--- src/sv/spca_pkg.sv ---
package spca_pkg;

  // Field and register widths
  localparam int COST_W     = 8;
  localparam int GRAY_W     = 8;
  localparam int P1_W       = 8;
  localparam int P2_W       = 10;
  localparam int DCNT_W     = 8;
  localparam int DIVISOR_W  = 9;
  localparam int SUM_W      = 11;
  localparam int RES_W      = 12;
  localparam int DISP_OUT_W = 7;
  localparam int CFG_IDX_W  = 2;
  localparam int CFG_DATA_W = 10;
  localparam int IN_DATA_W  = 16;
  localparam int OUT_DATA_W = 24;
  localparam int STEP_CNT_W = 4;

  // Register indexes
  localparam logic [CFG_IDX_W-1:0] REG_PENALTY_SMALL   = 2'd0;
  localparam logic [CFG_IDX_W-1:0] REG_PENALTY_LARGE   = 2'd1;
  localparam logic [CFG_IDX_W-1:0] REG_DISPARITY_COUNT = 2'd2;

  // Reset values
  localparam logic [P1_W-1:0]   P1_RESET   = 8'd10;
  localparam logic [P2_W-1:0]   P2_RESET   = 10'd150;
  localparam logic [DCNT_W-1:0] DCNT_RESET = 8'd64;
  localparam logic [COST_W-1:0] COST_MAX   = 8'd255;

  // Which neighbor of the previous pixel a read fetches
  typedef enum logic [1:0] {
    RD_LEFT,
    RD_CENTER,
    RD_RIGHT
  } rd_sel_e;

  // Controller to datapath
  typedef struct packed {
    logic    load;
    logic    div_start;
    logic    rd_en;
    rd_sel_e rd_sel;
    logic    calc_best;
    logic    calc_res;
    logic    commit;
    logic    copy_rd;
  } dp_cmd_t;

  // Datapath to controller
  typedef struct packed {
    logic d_zero;
    logic div_done;
    logic out_free;
    logic last_disp;
    logic copy_last;
  } dp_sts_t;

endpackage

--- src/sv/spca_ram.sv ---
module spca_ram #(
  parameter int WIDTH = 8,
  parameter int DEPTH = 128
) (
  input  logic                     clk_i,
  input  logic                     we_i,
  input  logic [$clog2(DEPTH)-1:0] waddr_i,
  input  logic [WIDTH-1:0]         wdata_i,
  input  logic                     re_i,
  input  logic [$clog2(DEPTH)-1:0] raddr_i,
  output logic [WIDTH-1:0]         rdata_o
);

  logic [WIDTH-1:0] mem_q [DEPTH];
  logic [WIDTH-1:0] rdata_q;

  // Write one entry, read one entry with registered data
  always_ff @(posedge clk_i) begin
    if (we_i) begin
      mem_q[waddr_i] <= wdata_i;
    end
    if (re_i) begin
      rdata_q <= mem_q[raddr_i];
    end
  end

  assign rdata_o = rdata_q;

endmodule

--- src/sv/spca_div.sv ---
module spca_div
  import spca_pkg::*;
(
  input  logic                 clk_i,
  input  logic                 rst_ni,
  input  logic                 start_i,
  input  logic [P2_W-1:0]      dividend_i,
  input  logic [DIVISOR_W-1:0] divisor_i,
  output logic                 done_o,
  output logic [P2_W-1:0]      quotient_o
);

  logic                  busy_q;
  logic                  done_q;
  logic [STEP_CNT_W-1:0] cnt_q;
  logic [DIVISOR_W-1:0]  div_q;
  logic [DIVISOR_W-1:0]  rem_q;
  logic [P2_W-1:0]       quo_q;
  logic [DIVISOR_W:0]    trial;
  logic                  fits;

  // Shift in the next dividend bit and try the subtract
  assign trial = {rem_q, quo_q[P2_W-1]};
  assign fits  = trial >= {1'b0, div_q};

  // Control: one quotient bit per cycle
  always_ff @(posedge clk_i or negedge rst_ni) begin
    if (!rst_ni) begin
      busy_q <= 1'b0;
      done_q <= 1'b0;
      cnt_q  <= '0;
    end else begin
      done_q <= busy_q && (cnt_q == STEP_CNT_W'(1));
      if (start_i) begin
        busy_q <= 1'b1;
        cnt_q  <= STEP_CNT_W'(P2_W);
      end else if (busy_q) begin
        cnt_q <= cnt_q - STEP_CNT_W'(1);
        if (cnt_q == STEP_CNT_W'(1)) begin
          busy_q <= 1'b0;
        end
      end
    end
  end

  // Datapath: remainder and quotient shift registers
  always_ff @(posedge clk_i) begin
    if (start_i) begin
      div_q <= divisor_i;
      rem_q <= '0;
      quo_q <= dividend_i;
    end else if (busy_q) begin
      if (fits) begin
        rem_q <= DIVISOR_W'(trial - {1'b0, div_q});
        quo_q <= {quo_q[P2_W-2:0], 1'b1};
      end else begin
        rem_q <= trial[DIVISOR_W-1:0];
        quo_q <= {quo_q[P2_W-2:0], 1'b0};
      end
    end
  end

  assign done_o     = done_q;
  assign quotient_o = quo_q;

endmodule

--- src/sv/spca_datapath.sv ---
module spca_datapath
  import spca_pkg::*;
#(
  parameter int MAX_DISPARITIES = 128
) (
  input  logic                  clk_i,
  input  logic                  rst_ni,
  input  logic                  cfg_we_i,
  input  logic [CFG_IDX_W-1:0]  cfg_idx_i,
  input  logic [CFG_DATA_W-1:0] cfg_data_i,
  input  logic [IN_DATA_W-1:0]  in_tdata_i,
  input  logic                  in_tuser_i,
  input  logic                  out_ready_i,
  input  dp_cmd_t               cmd_i,
  output dp_sts_t               sts_o,
  output logic                  out_valid_o,
  output logic [OUT_DATA_W-1:0] out_tdata_o,
  output logic                  out_tlast_o
);

  localparam int DW = $clog2(MAX_DISPARITIES);
  localparam int CW = $clog2(MAX_DISPARITIES + 1);

  // Configuration
  logic [P1_W-1:0]   p1_q;
  logic [P2_W-1:0]   p2_q;
  logic [DCNT_W-1:0] dcnt_q;

  // Item and pixel state
  logic [COST_W-1:0] cost_q;
  logic [GRAY_W-1:0] gray_q;
  logic              start_q;
  logic [GRAY_W-1:0] prev_gray_q;
  logic [COST_W-1:0] prev_min_q;
  logic [COST_W-1:0] rmin_q;
  logic [P2_W-1:0]   jump_q;
  logic [DW-1:0]     d_q;

  // Neighbors of the previous pixel
  logic [COST_W-1:0] lm_q, lc_q, lp_q;
  logic              rd_pend_q;
  rd_sel_e           rd_sel_q;

  logic [SUM_W-1:0]  best_q;
  logic [COST_W-1:0] res_q;

  // Copy sweep
  logic [DW-1:0] k_q;
  logic          wr_pend_q;
  logic [DW-1:0] wr_addr_q;

  // Output register
  logic                  out_valid_q;
  logic [COST_W-1:0]     out_cost_q;
  logic [DISP_OUT_W-1:0] out_disp_q;
  logic                  out_last_q;
  logic [COST_W-1:0]     out_min_q;

  logic [CW-1:0]        n_w;
  logic [DCNT_W:0]      n_full;
  logic                 last_disp;
  logic [GRAY_W-1:0]    absdiff;
  logic [DIVISOR_W-1:0] divisor;
  logic                 div_done;
  logic [P2_W-1:0]      quo;
  logic [DW-1:0]        prev_raddr;
  logic [COST_W-1:0]    prev_rdata;
  logic [COST_W-1:0]    cur_rdata;
  logic [SUM_W-1:0]     cand_m, cand_p, cand_j, best_d;
  logic [SUM_W-1:0]     excess;
  logic [RES_W-1:0]     sum;
  logic [COST_W-1:0]    res_d;
  logic [COST_W-1:0]    rmin_new;

  // Clamp the disparity count to 1..MAX_DISPARITIES
  always_comb begin
    if (dcnt_q == '0) begin
      n_full = (DCNT_W+1)'(1);
    end else if ({1'b0, dcnt_q} > (DCNT_W+1)'(MAX_DISPARITIES)) begin
      n_full = (DCNT_W+1)'(MAX_DISPARITIES);
    end else begin
      n_full = {1'b0, dcnt_q};
    end
  end
  assign n_w       = n_full[CW-1:0];
  assign last_disp = (CW'(d_q) + CW'(1)) >= n_w;

  // Configuration writes
  always_ff @(posedge clk_i or negedge rst_ni) begin
    if (!rst_ni) begin
      p1_q   <= P1_RESET;
      p2_q   <= P2_RESET;
      dcnt_q <= DCNT_RESET;
    end else if (cfg_we_i) begin
      unique case (cfg_idx_i)
        REG_PENALTY_SMALL:   p1_q   <= cfg_data_i[P1_W-1:0];
        REG_PENALTY_LARGE:   p2_q   <= cfg_data_i[P2_W-1:0];
        REG_DISPARITY_COUNT: dcnt_q <= cfg_data_i[DCNT_W-1:0];
        default: ;
      endcase
    end
  end

  // Capture the input transfer
  always_ff @(posedge clk_i) begin
    if (cmd_i.load) begin
      cost_q  <= in_tdata_i[COST_W-1:0];
      gray_q  <= in_tdata_i[COST_W +: GRAY_W];
      start_q <= in_tuser_i;
    end
  end

  // Jump penalty divisor from the gray change
  assign absdiff = (gray_q > prev_gray_q) ? gray_q - prev_gray_q : prev_gray_q - gray_q;
  assign divisor = {1'b0, absdiff} + DIVISOR_W'(1);

  spca_div u_div (
    .clk_i      (clk_i),
    .rst_ni     (rst_ni),
    .start_i    (cmd_i.div_start),
    .dividend_i (p2_q),
    .divisor_i  (divisor),
    .done_o     (div_done),
    .quotient_o (quo)
  );

  // Previous pixel costs
  always_comb begin
    case (cmd_i.rd_sel)
      RD_LEFT:  prev_raddr = d_q - DW'(1);
      RD_RIGHT: prev_raddr = d_q + DW'(1);
      default:  prev_raddr = d_q;
    endcase
  end

  spca_ram #(
    .WIDTH (COST_W),
    .DEPTH (MAX_DISPARITIES)
  ) u_prev_ram (
    .clk_i   (clk_i),
    .we_i    (wr_pend_q),
    .waddr_i (wr_addr_q),
    .wdata_i (cur_rdata),
    .re_i    (cmd_i.rd_en),
    .raddr_i (prev_raddr),
    .rdata_o (prev_rdata)
  );

  // Current pixel costs
  spca_ram #(
    .WIDTH (COST_W),
    .DEPTH (MAX_DISPARITIES)
  ) u_cur_ram (
    .clk_i   (clk_i),
    .we_i    (cmd_i.commit),
    .waddr_i (d_q),
    .wdata_i (res_q),
    .re_i    (cmd_i.copy_rd),
    .raddr_i (k_q),
    .rdata_o (cur_rdata)
  );

  // Steer returning read data into the neighbor registers
  always_ff @(posedge clk_i) begin
    rd_sel_q <= cmd_i.rd_sel;
    if (rd_pend_q) begin
      case (rd_sel_q)
        RD_LEFT:  lm_q <= prev_rdata;
        RD_RIGHT: lp_q <= prev_rdata;
        default:  lc_q <= prev_rdata;
      endcase
    end
  end

  // Least candidate, excluding neighbors outside the range
  assign cand_m = {3'b0, lm_q} + {3'b0, p1_q};
  assign cand_p = {3'b0, lp_q} + {3'b0, p1_q};
  assign cand_j = {3'b0, prev_min_q} + {1'b0, jump_q};
  always_comb begin
    best_d = {3'b0, lc_q};
    if ((d_q != '0) && (cand_m < best_d)) begin
      best_d = cand_m;
    end
    if (!last_disp && (cand_p < best_d)) begin
      best_d = cand_p;
    end
    if (cand_j < best_d) begin
      best_d = cand_j;
    end
  end

  // Add the excess over the previous minimum and saturate; at a path start pass the cost through
  assign excess = (best_q > {3'b0, prev_min_q}) ? best_q - {3'b0, prev_min_q} : '0;
  assign sum    = {4'b0, cost_q} + {1'b0, excess};
  always_comb begin
    if (start_q) begin
      res_d = cost_q;
    end else if (sum > RES_W'(COST_MAX)) begin
      res_d = COST_MAX;
    end else begin
      res_d = sum[COST_W-1:0];
    end
  end

  always_ff @(posedge clk_i) begin
    if (cmd_i.calc_best) begin
      best_q <= best_d;
    end
    if (cmd_i.calc_res) begin
      res_q <= res_d;
    end
  end

  assign rmin_new = (res_q < rmin_q) ? res_q : rmin_q;

  // Pixel state, copy sweep and output register control
  always_ff @(posedge clk_i or negedge rst_ni) begin
    if (!rst_ni) begin
      prev_gray_q <= '0;
      prev_min_q  <= COST_MAX;
      rmin_q      <= COST_MAX;
      jump_q      <= '0;
      d_q         <= '0;
      rd_pend_q   <= 1'b0;
      k_q         <= '0;
      wr_pend_q   <= 1'b0;
      out_valid_q <= 1'b0;
    end else begin
      rd_pend_q <= cmd_i.rd_en;
      wr_pend_q <= cmd_i.copy_rd;
      if (div_done) begin
        jump_q <= (quo > {2'b0, p1_q}) ? quo : {2'b0, p1_q};
      end
      if (cmd_i.copy_rd) begin
        k_q <= k_q + DW'(1);
      end
      if (cmd_i.commit) begin
        out_valid_q <= 1'b1;
        k_q         <= '0;
        if (last_disp) begin
          prev_min_q  <= rmin_new;
          rmin_q      <= COST_MAX;
          prev_gray_q <= gray_q;
          d_q         <= '0;
        end else begin
          rmin_q <= rmin_new;
          d_q    <= d_q + DW'(1);
        end
      end else if (out_ready_i) begin
        out_valid_q <= 1'b0;
      end
    end
  end

  // Output payload and copy write address
  always_ff @(posedge clk_i) begin
    if (cmd_i.copy_rd) begin
      wr_addr_q <= k_q;
    end
    if (cmd_i.commit) begin
      out_cost_q <= res_q;
      out_disp_q <= DISP_OUT_W'(d_q);
      out_last_q <= last_disp;
      out_min_q  <= last_disp ? rmin_new : '0;
    end
  end

  assign sts_o.d_zero    = (d_q == '0);
  assign sts_o.div_done  = div_done;
  assign sts_o.out_free  = !out_valid_q || out_ready_i;
  assign sts_o.last_disp = last_disp;
  assign sts_o.copy_last = (CW'(k_q) + CW'(1)) == n_w;

  assign out_valid_o = out_valid_q;
  assign out_tdata_o = {1'b0, out_min_q, out_disp_q, out_cost_q};
  assign out_tlast_o = out_last_q;

endmodule

--- src/sv/spca_ctrl.sv ---
module spca_ctrl
  import spca_pkg::*;
(
  input  logic    clk_i,
  input  logic    rst_ni,
  input  logic    in_valid_i,
  input  dp_sts_t sts_i,
  output dp_cmd_t cmd_o,
  output logic    in_ready_o
);

  typedef enum logic [3:0] {
    S_IDLE,
    S_DIV_GO,
    S_DIV_WAIT,
    S_RD_LEFT,
    S_RD_CENTER,
    S_RD_RIGHT,
    S_RD_WAIT,
    S_BEST,
    S_RES,
    S_OUT,
    S_COPY,
    S_COPY_END
  } state_e;

  state_e state_q, state_d;

  // Hold state
  always_ff @(posedge clk_i or negedge rst_ni) begin
    if (!rst_ni) begin
      state_q <= S_IDLE;
    end else begin
      state_q <= state_d;
    end
  end

  // Advance through one item, then the copy sweep at pixel end
  always_comb begin
    state_d      = state_q;
    cmd_o        = '0;
    cmd_o.rd_sel = RD_CENTER;
    in_ready_o   = 1'b0;
    unique case (state_q)
      S_IDLE: begin
        in_ready_o = 1'b1;
        if (in_valid_i) begin
          cmd_o.load = 1'b1;
          state_d    = sts_i.d_zero ? S_DIV_GO : S_RD_LEFT;
        end
      end
      S_DIV_GO: begin
        cmd_o.div_start = 1'b1;
        state_d         = S_DIV_WAIT;
      end
      S_DIV_WAIT: begin
        if (sts_i.div_done) begin
          state_d = S_RD_LEFT;
        end
      end
      S_RD_LEFT: begin
        cmd_o.rd_en  = 1'b1;
        cmd_o.rd_sel = RD_LEFT;
        state_d      = S_RD_CENTER;
      end
      S_RD_CENTER: begin
        cmd_o.rd_en  = 1'b1;
        cmd_o.rd_sel = RD_CENTER;
        state_d      = S_RD_RIGHT;
      end
      S_RD_RIGHT: begin
        cmd_o.rd_en  = 1'b1;
        cmd_o.rd_sel = RD_RIGHT;
        state_d      = S_RD_WAIT;
      end
      S_RD_WAIT: begin
        state_d = S_BEST;
      end
      S_BEST: begin
        cmd_o.calc_best = 1'b1;
        state_d         = S_RES;
      end
      S_RES: begin
        cmd_o.calc_res = 1'b1;
        state_d        = S_OUT;
      end
      S_OUT: begin
        if (sts_i.out_free) begin
          cmd_o.commit = 1'b1;
          state_d      = sts_i.last_disp ? S_COPY : S_IDLE;
        end
      end
      S_COPY: begin
        cmd_o.copy_rd = 1'b1;
        if (sts_i.copy_last) begin
          state_d = S_COPY_END;
        end
      end
      S_COPY_END: begin
        state_d = S_IDLE;
      end
      default: begin
        state_d = S_IDLE;
      end
    endcase
  end

endmodule

--- src/sv/sgm_path_cost_aggregation.sv ---
// Channel   Dir  Handshake                    Payload
// s_axis    in   s_axis_tvalid/s_axis_tready  tdata: match_cost, pixel_gray; tuser: path_start
// m_axis    out  m_axis_tvalid/m_axis_tready  tdata: aggr_cost, disp_index, pixel_min;
//                                             tlast: pixel_done
// cfg       in   cfg_we_i                     cfg_idx_i, cfg_data_i
//
// One item at a time: each disparity takes three reads through the single read port of the
// previous-cost memory, then the compare and saturate steps.
// Disparity 0 also runs the bit-serial jump penalty divider first.
// The last disparity of a pixel then copies the pixel's D costs into the previous-cost
// memory, one entry a cycle (D = clamped disparity count).
// No clearing pass after reset; a waiting result holds the next item in its output step.
module sgm_path_cost_aggregation
  import spca_pkg::*;
#(
  parameter int MAX_DISPARITIES = 128
) (
  input  logic                  clk_i,
  input  logic                  rst_ni,
  input  logic                  cfg_we_i,
  input  logic [CFG_IDX_W-1:0]  cfg_idx_i,
  input  logic [CFG_DATA_W-1:0] cfg_data_i,
  input  logic                  s_axis_tvalid,
  output logic                  s_axis_tready,
  // [7:0] match_cost, [15:8] pixel_gray
  input  logic [IN_DATA_W-1:0]  s_axis_tdata,
  // [0] path_start
  input  logic                  s_axis_tuser,
  output logic                  m_axis_tvalid,
  input  logic                  m_axis_tready,
  // [7:0] aggr_cost, [14:8] disp_index, [22:15] pixel_min, [23] zero
  output logic [OUT_DATA_W-1:0] m_axis_tdata,
  output logic                  m_axis_tlast
);

  dp_cmd_t cmd;
  dp_sts_t sts;

  spca_ctrl u_ctrl (
    .clk_i      (clk_i),
    .rst_ni     (rst_ni),
    .in_valid_i (s_axis_tvalid),
    .sts_i      (sts),
    .cmd_o      (cmd),
    .in_ready_o (s_axis_tready)
  );

  spca_datapath #(
    .MAX_DISPARITIES (MAX_DISPARITIES)
  ) u_datapath (
    .clk_i       (clk_i),
    .rst_ni      (rst_ni),
    .cfg_we_i    (cfg_we_i),
    .cfg_idx_i   (cfg_idx_i),
    .cfg_data_i  (cfg_data_i),
    .in_tdata_i  (s_axis_tdata),
    .in_tuser_i  (s_axis_tuser),
    .out_ready_i (m_axis_tready),
    .cmd_i       (cmd),
    .sts_o       (sts),
    .out_valid_o (m_axis_tvalid),
    .out_tdata_o (m_axis_tdata),
    .out_tlast_o (m_axis_tlast)
  );

`ifndef ASSERT_OFF
  // One item in flight: no second transfer right after an accepted one
  a_single_item: assert property (@(posedge clk_i) disable iff (!rst_ni)
    s_axis_tvalid && s_axis_tready |=> !s_axis_tready)
    else $error("input accepted while an item is in flight");

  // A result is committed only into a free output register
  a_commit_free: assert property (@(posedge clk_i) disable iff (!rst_ni)
    cmd.commit |-> sts.out_free)
    else $error("result committed over a pending result");

  // The divider runs only on a pixel's first disparity
  a_div_first: assert property (@(posedge clk_i) disable iff (!rst_ni)
    cmd.div_start |-> sts.d_zero)
    else $error("jump penalty recomputed mid-pixel");

  // The pixel minimum is zero except on the last disparity
  a_min_zero: assert property (@(posedge clk_i) disable iff (!rst_ni)
    m_axis_tvalid && !m_axis_tlast |-> m_axis_tdata[22:15] == 8'd0)
    else $error("pixel minimum shown before the last disparity");
`endif

endmodule
--- config.mk ---
export PLATFORM = sky130hd
export DESIGN_NAME = sgm_path_cost_aggregation
export DESIGN_NICKNAME = d
export VERILOG_FILES = /design/src/sv/spca_pkg.sv /design/src/sv/spca_ram.sv /design/src/sv/spca_div.sv /design/src/sv/spca_datapath.sv /design/src/sv/spca_ctrl.sv /design/src/sv/sgm_path_cost_aggregation.sv
export SDC_FILE = /design/constraint.sdc
export NUM_CORES = 2
export LEC_CHECK = 0
export BUFFER_PORTS_ARGS = -buffer_cell sky130_fd_sc_hd__buf_2
export CAP_MARGIN = 10
export CELL_PAD_IN_SITES_DETAIL_PLACEMENT = 1
export CELL_PAD_IN_SITES_GLOBAL_PLACEMENT = 2
export CORE_ASPECT_RATIO = 0.5
export CORE_MARGIN = 5
export CORE_UTILIZATION = 51
export CTS_BUF_LIST = sky130_fd_sc_hd__clkbuf_4 sky130_fd_sc_hd__clkbuf_8 sky130_fd_sc_hd__clkbuf_16
export CTS_CLUSTER_SIZE = 28
export DETAILED_ROUTE_END_ITERATION = 12
export GPL_TIMING_DRIVEN = 0
export PLACE_DENSITY = 0.87
export SYNTH_ARGS = -nofsm -noshare
export SYNTH_HDL_FRONTEND = slang
export SYNTH_SLANG_ARGS = --single-unit
--- constraint.sdc ---
create_clock -name clk_i -period 21.3 [get_ports clk_i]
set_clock_uncertainty 0.15 [all_clocks]
set_input_delay 4.26 -clock clk_i [delete_from_list [all_inputs] [get_ports clk_i]]
set_output_delay 4.26 -clock clk_i [all_outputs]
set_load 0.05 [all_outputs]
After elaboration in Yosys (flattened, before gate mapping)
Memories as Yosys holds them, arrays and structs flattened. A register that Yosys moved wholly into a read port is not among the register bits.
Cells that the tools add are included.
Word-level totals
  register bits: 208
  bits in writable memories: 2048
  word-level logic and storage cells: 155
  memories kept: 2
Memories
  u_datapath.u_cur_ram.mem_q: words 128, bits a word 8, rd ports 1, clocked after memory_dff 1, wr ports 1, line spca_ram.sv:14  | logic [WIDTH-1:0] mem_q [DEPTH];
  u_datapath.u_prev_ram.mem_q: words 128, bits a word 8, rd ports 1, clocked after memory_dff 1, wr ports 1, line spca_ram.sv:14
Operators by class
  add/subtract/negate cells: 15
  magnitude comparators: 11
  equal/unequal tests: 20
  mux-type cells: 48
  bitwise logic cells: 1
  reductions and logical operators: 25
Operator list (count)
  $mux W8: 7
  $mux W11: 4
  $pmux W4 S11: 1
  $mux W10: 3
  $mux W4: 7
  $lt A11 B11 Y1: 2
  $mux W7: 3
  $mux W1: 19
  $add A8 B8 Y9: 2
  $add A7 B1 Y8 const B: 2
  $eq A4 B3 Y1 const B: 4
  $sub A8 B8 Y8: 2
  $add A7 B1 Y7 const B: 2
  $pmux W7 S2: 1
  $reduce_and A2 Y1: 7
  $add A8 B11 Y12: 1
  $eq A4 B4 Y1 const B: 3
  $gt A12 B8 Y1 const B: 1
  $add A8 B10 Y11: 1
  $gt A11 B8 Y1: 1
  $lt A11 B8 Y1: 1
  $sub A11 B8 Y11: 1
  $ge A10 B9 Y1: 1
  $gt A10 B8 Y1: 1
  30 further kinds: 43

Longest topological paths before layout
  depth in word-level cells: 9
  depth in mapped cells: 34
  depth with buffers taken out: 31

Modules after synthesis
From an unflattened synthesis, not the netlist that was laid out.
Second synthesis, totals
  cell total of the unflattened synthesis: 4475
  area, all modules: 92252.2 um2
By module, submodules not included
  spca_ram: instances 2, cells each 1635, area each 39745.6 um2, sequential area each 30989.7 um2
  spca_datapath: instances 1, cells each 992, area each 10542.6 um2, sequential area each 4728.3 um2
  spca_div: instances 1, cells each 165, area each 1823.0 um2, sequential area each 900.9 um2
  spca_ctrl: instances 1, cells each 48, area each 395.4 um2, sequential area each 100.1 um2

Worst setup path after synthesis
OpenSTA, ideal clock, no wires.
  kind: flip-flop to flip-flop
  start: reg u_datapath.p1_q[0]
  end: reg u_datapath.best_q[0] (data pin)
  library setup time: 0.262 ns
  arrival time: 6.462 ns
  required time: 20.888 ns
  setup slack: 14.426 ns
  stages on the path, launching flop included: 32
  cells stage by stage: dfrtp_1 ha_1 fa_1 a21o_1 nand4_1 nand3_1 xor2_1 ha_1 a21oi_1 o21ai_0 o21bai_1 a221o_2 buf_4 mux2i_1 ha_1 a221oi_1 nor2_1 or3_1 a31oi_4 mux2_2 ha_1 a21o_1 a21oi_1 nor2b_1 o21ai_0 nand2b_1 a211oi_2 and3b_1 buf_2 a21o_1 buf_4 mux2_1
On the way
  longest elaborated chain between the ends: 9
  elaborated cells between the ends (all ways): 10
  classes of those cells: 2 x add/sub; 3 x order compare; 3 x mux; 2 x reduce/logical
Ends and longest elaborated chain
  from (decl): line spca_datapath.sv:25  | logic [P1_W-1:0] p1_q;
  from (signal assigned): line spca_datapath.sv:96  | REG_PENALTY_SMALL: p1_q <= cfg_data_i[P1_W-1:0];
  $add A8 B8 Y9: line spca_datapath.sv:176  | assign cand_m = {3'b0, lm_q} + {3'b0, p1_q};
  $lt A11 B8 Y1: line spca_datapath.sv:181  | if ((d_q != '0) && (cand_m < best_d)) begin
  $logic_and A1 B1 Y1: line spca_datapath.sv:181
  $mux W11: line spca_datapath.sv:181
  $lt A11 B11 Y1: line spca_datapath.sv:184  | if (!last_disp && (cand_p < best_d)) begin
  $logic_and A1 B1 Y1: line spca_datapath.sv:184
  $mux W11 *: line spca_datapath.sv:184
  $lt A11 B11 Y1: line spca_datapath.sv:187  | if (cand_j < best_d) begin
  $mux W11 *: line spca_datapath.sv:187
  via u_datapath.best_d[0]: line spca_datapath.sv:69  | logic [SUM_W-1:0] cand_m, cand_p, cand_j, best_d;
  to (signal assigned): line spca_datapath.sv:207  | best_q <= best_d;
  to (decl): line spca_datapath.sv:44  | logic [SUM_W-1:0] best_q;
Mark *: on every way through the listed nets, which the timed path passes. The rest lies on a longest branch.
A chain may end at the register's enable or synchronous reset.

Worst setup path after layout
Ends and elaborated chain as after synthesis.

==> summary.txt <==
Global route
  – Global-route congestion overflow total: 0
  – Vias in the first global route: between 60k and 70k
  – Antenna violations before repair: 13
  – Global-route wire length before repair: 433,000 µm
  – Global router's overall resource usage: 30.9%
  – Pin count of the biggest net entering global routing: 53

Detailed routing
  – Mean number of vias per cell: 6.54
  – Top layer reached by signal wires: met5
  – Met1 Wirelength: ~110,000 µm
  – Count of TritonRoute iterations in the first routing pass: 6
  – Total length of routed met2 wires: 140,000 µm
  – 1st-iter DRT viols: between 7k and 8k
  – Total met3 wirelength after detailed routing: roughly 30,000 µm
  – Total routed wirelength: 300,000 µm
  – Number of DRC violations after detailed routing: 0
  – Remaining number of nets flagged by the antenna check after routing: 0
  – Routed WL per cell: 33.6 µm
  – Total number of vias: 58.5k

Synth
  – Share of flip-flops with an asynchronous set or reset: 3.83%
  – Most used DFF post-synth: sky130_fd_sc_hd__edfxtp_1
  – Synthesized area per cell: between 15 and 20 µm²
  – Post-synth EDFFs: 2,174
  – Number of register bits inferred by synthesis: 2,272
  – Unique masters post-synth: just under 90
  – Synthesis Warnings: 0
  – Number of cells produced by synthesis: around 6k
  – Synthesized cell area: 93,600 µm²
  – Post-synthesis sequential area ratio: 72.3%

Worst hold path
  – Hold Crit Start: u_datapath.k_q[6]
  – Hold Crit Class: flip-flop to flip-flop

Critical path
  – Path depth of the worst reg2reg path: 31
  – Worst flop-to-flop path endpoint: u_datapath.best_q[0]
  – Reg2reg start: u_datapath.p1_q[0]
  – Worst EP required: 21.75 ns
  – Max FO, Critical Path: 10
  – Register-to-register setup slack: 13.22 ns
  – CP Data Arrival Time: 8.53 ns
  – Capture point of the critical path: u_datapath.best_q[0]
  – Critical path launch point type: flip-flop
  – Type of element capturing the critical path: flip-flop
  – Biggest cell delay along the critical path: 0.46 ns
  – Start point of the critical path: u_datapath.p1_q[0]
  – Critical Setup Path Class: flip-flop to flip-flop
  – Slowest-stage cell, CP: sky130_fd_sc_hd__a221o_2

Timing
  – RSZ-0062 raised after global routing: false
  – Post-route clock period utilization: 37.9%
  – Worst-Margin Slew: 1.46 ns
  – Hold Violations, Final: 0
  – Final setup vio count: 0
  – Setup total negative slack: 0 ns
  – Number of slew-limit violations in the final report: 0
  – Final Critical Period: 8.08 ns
  – Achievable frequency: 0.124 GHz
  – Rel. slew slack: 2.74%

Clock network
  – Clock slew at the register clock pins of the worst setup and hold paths: 0.07 ns
  – Source-to-sink clock delay at the later pin of the worst-skew pair: 0.88 ns
  – Total clock buffers created by CTS: 200
  – H-tree depth: 4
  – CTS Root Buffer Type: sky130_fd_sc_hd__clkbuf_16
  – Buffer depth of the longest clock path: 4
  – Clock tree sinks: 2,272
  – Post-CTS setup repair buffer count: 0
  – CTS resizes: 0
  – CTS tree: done
  – Number of buffers added to fix hold violations after cts: 0

Placement
  – Placed cell count: 8,579
  – Number of input and output port buffers inserted: 59
  – Detailed Place HPWL: 209,000 µm
  – Routability-driven placement congestion ratio: 0.971

Floorplanning
  – Die boundary width: 616 µm
  – Standard-cell rows: 111
  – Vertical extent of the die: approximately 310 µm
  – Initial core utilization: 51.2%
  – Core ar.: 183,000 µm²
  – Top Ports: just over 60
  – Overall die area: 193,000 µm²

Power and ir drop
  – Worst voltage drop across the vdd grid: 0.0824 mV
  – PD cells: 146 nW/µm²
  – Leakage: approximately 36 nW

Layout
  – Most used cells in the layout excluding fill and tap cells: sky130_fd_sc_hd__edfxtp_1, sky130_fd_sc_hd__nand2_1, sky130_fd_sc_hd__nor2_1
  – Most common cell after layout, fill and taps aside: sky130_fd_sc_hd__edfxtp_1
  – Area Overhead vs Synth: 13.1%
  – Post-layout instance count excluding filler cells: a little under 9k
  – Layout net count: between 6k and 7k
  – Fraction of layout instances using a drive strength above 1: 16.2%
  – Filler Cells Inserted: 16.8k

Run status
  – Run status: finished, final reports clean

Flow run
  – Number of max-cap violations: 0
metal layers:
metal  vias up  global-route usage (%)
met4         4                    13.3
met1     30290                    41.7
met5         -                       0
met3       734                    6.37
li1      23738                       -
met2      3714                    49.3
cell families (layout without fill, tap and decap cells):
group                    after synthesis  in the layout  synth area share, %
multiplexers                         424            424                 9.10
adder cells (fa/ha/maj)              123            123                 1.71
other                                  2              6              0.00802
buffers and inverters                454            969                 2.12
AO/OA/AOI/OAI                        610            610                 4.66
flip-flops                          2272           2272                 72.3
AND/OR/NAND/NOR                     2037           2037                 9.39
XOR/XNOR                              70             70                0.655
stage by stage:
step | instance area, µm² | util [%] | worst slack [ns] | hold slack, ns | power [mW]
floorplan | 93600 | - | 14.43 | 0.270 | 8.94
global placement | 96900 | 53.0 | 13.57 | 0.288 | 11.3
detailed placement | 99400 | 54.4 | 13.37 | 0.310 | 11.6
CTS | 106000 | 57.9 | 13.28 | 0.330 | 15.3
global route | 106000 | 57.9 | 12.73 | 0.337 | 16.0
finish | 106000 | 57.9 | 13.22 | 0.320 | 15.5
layout make-up:
class                   count  area (µm²)  area share, %
flip-flops and latches   2272       67700           63.9
multi-input cells        3268       24000           22.6
clock buffers             226        5270           4.98
well taps                2429        3040           2.87
repair buffers            160        2770           2.61
plain buffers             353        1610           1.52
clock inverters           129        1160           1.10
inverters                 101         379          0.358
diodes                      2        5.00        0.00473
critical path, delay by kind of cell, from the launching register on:
family / cells / cell delay [ns]
DFF: 1 / 0.45
xor gates and xnor gates: 1 / 0.19
AOI/OAI and AO/OA: 15 / 3.46
and+or+nand+nor: 5 / 0.59
buffers and inverters: 3 / 0.55
adders and majority gates: 5 / 1.68
muxes: 2 / 0.76
sequential cells by signal, summed over array words and instances (netlist names), 9 cells and up:
register / cells
u_datapath.u_div.quotient_o: 10
u_datapath.best_q: 11
u_datapath.u_cur_ram.mem_q: 1024
u_datapath.p2_q: 10
u_datapath.u_div.rem_q: 9
u_datapath.u_prev_ram.mem_q: 1024
u_datapath.u_div.div_q: 9
u_datapath.jump_q: 10
synth_stat cells, types with 21 or more instances:
cell type / count / area [µm²]
sky130_fd_sc_hd__a211oi_1: 46 / 345
sky130_fd_sc_hd__a21o_1: 30 / 225
sky130_fd_sc_hd__a21oi_1: 109 / 546
sky130_fd_sc_hd__a22oi_1: 23 / 173
sky130_fd_sc_hd__a311oi_1: 152 / 1330
sky130_fd_sc_hd__a31oi_1: 97 / 607
sky130_fd_sc_hd__and3_1: 152 / 951
sky130_fd_sc_hd__buf_1: 24 / 90.1
sky130_fd_sc_hd__buf_2: 124 / 621
sky130_fd_sc_hd__buf_4: 21 / 158
sky130_fd_sc_hd__clkbuf_1: 177 / 664
sky130_fd_sc_hd__dfrtp_1: 64 / 1600
sky130_fd_sc_hd__dfstp_2: 23 / 604
sky130_fd_sc_hd__edfxtp_1: 2174 / 65300
sky130_fd_sc_hd__ha_1: 115 / 1440
sky130_fd_sc_hd__inv_1: 98 / 368
sky130_fd_sc_hd__mux2_2: 47 / 529
sky130_fd_sc_hd__mux2i_1: 39 / 390
sky130_fd_sc_hd__mux4_2: 337 / 7590
sky130_fd_sc_hd__nand2_1: 1115 / 4190
sky130_fd_sc_hd__nand2b_1: 21 / 131
sky130_fd_sc_hd__nand3_1: 282 / 1410
sky130_fd_sc_hd__nand4_1: 24 / 150
sky130_fd_sc_hd__nor2_1: 339 / 1270
sky130_fd_sc_hd__nor2b_1: 31 / 194
sky130_fd_sc_hd__o21ai_0: 61 / 305
sky130_fd_sc_hd__xnor2_1: 46 / 403
sky130_fd_sc_hd__xor2_1: 24 / 210
report_power, final:
group | switching (mW) | total (mW) | internal [mW]
sequential | 0.132 | 5.27 | 5.14
combinational | 4.42 | 6.49 | 2.07
clock | 1.68 | 3.70 | 2.02
total | 6.23 | 15.5 | 9.23
worst min-delay path by stage:
stage,endpoint,slack [ns],cells after the start
detailed placement,u_datapath.wr_addr_q[6],0.31,0
global placement,u_datapath.wr_addr_q[6],0.29,0
CTS,u_datapath.wr_addr_q[6],0.33,0
finish,u_datapath.wr_addr_q[6],0.32,0
global route,u_datapath.wr_addr_q[6],0.34,0
floorplan,u_datapath.out_disp_q[6],0.27,0
No activity file was read; power rests on OpenSTA's default activity.
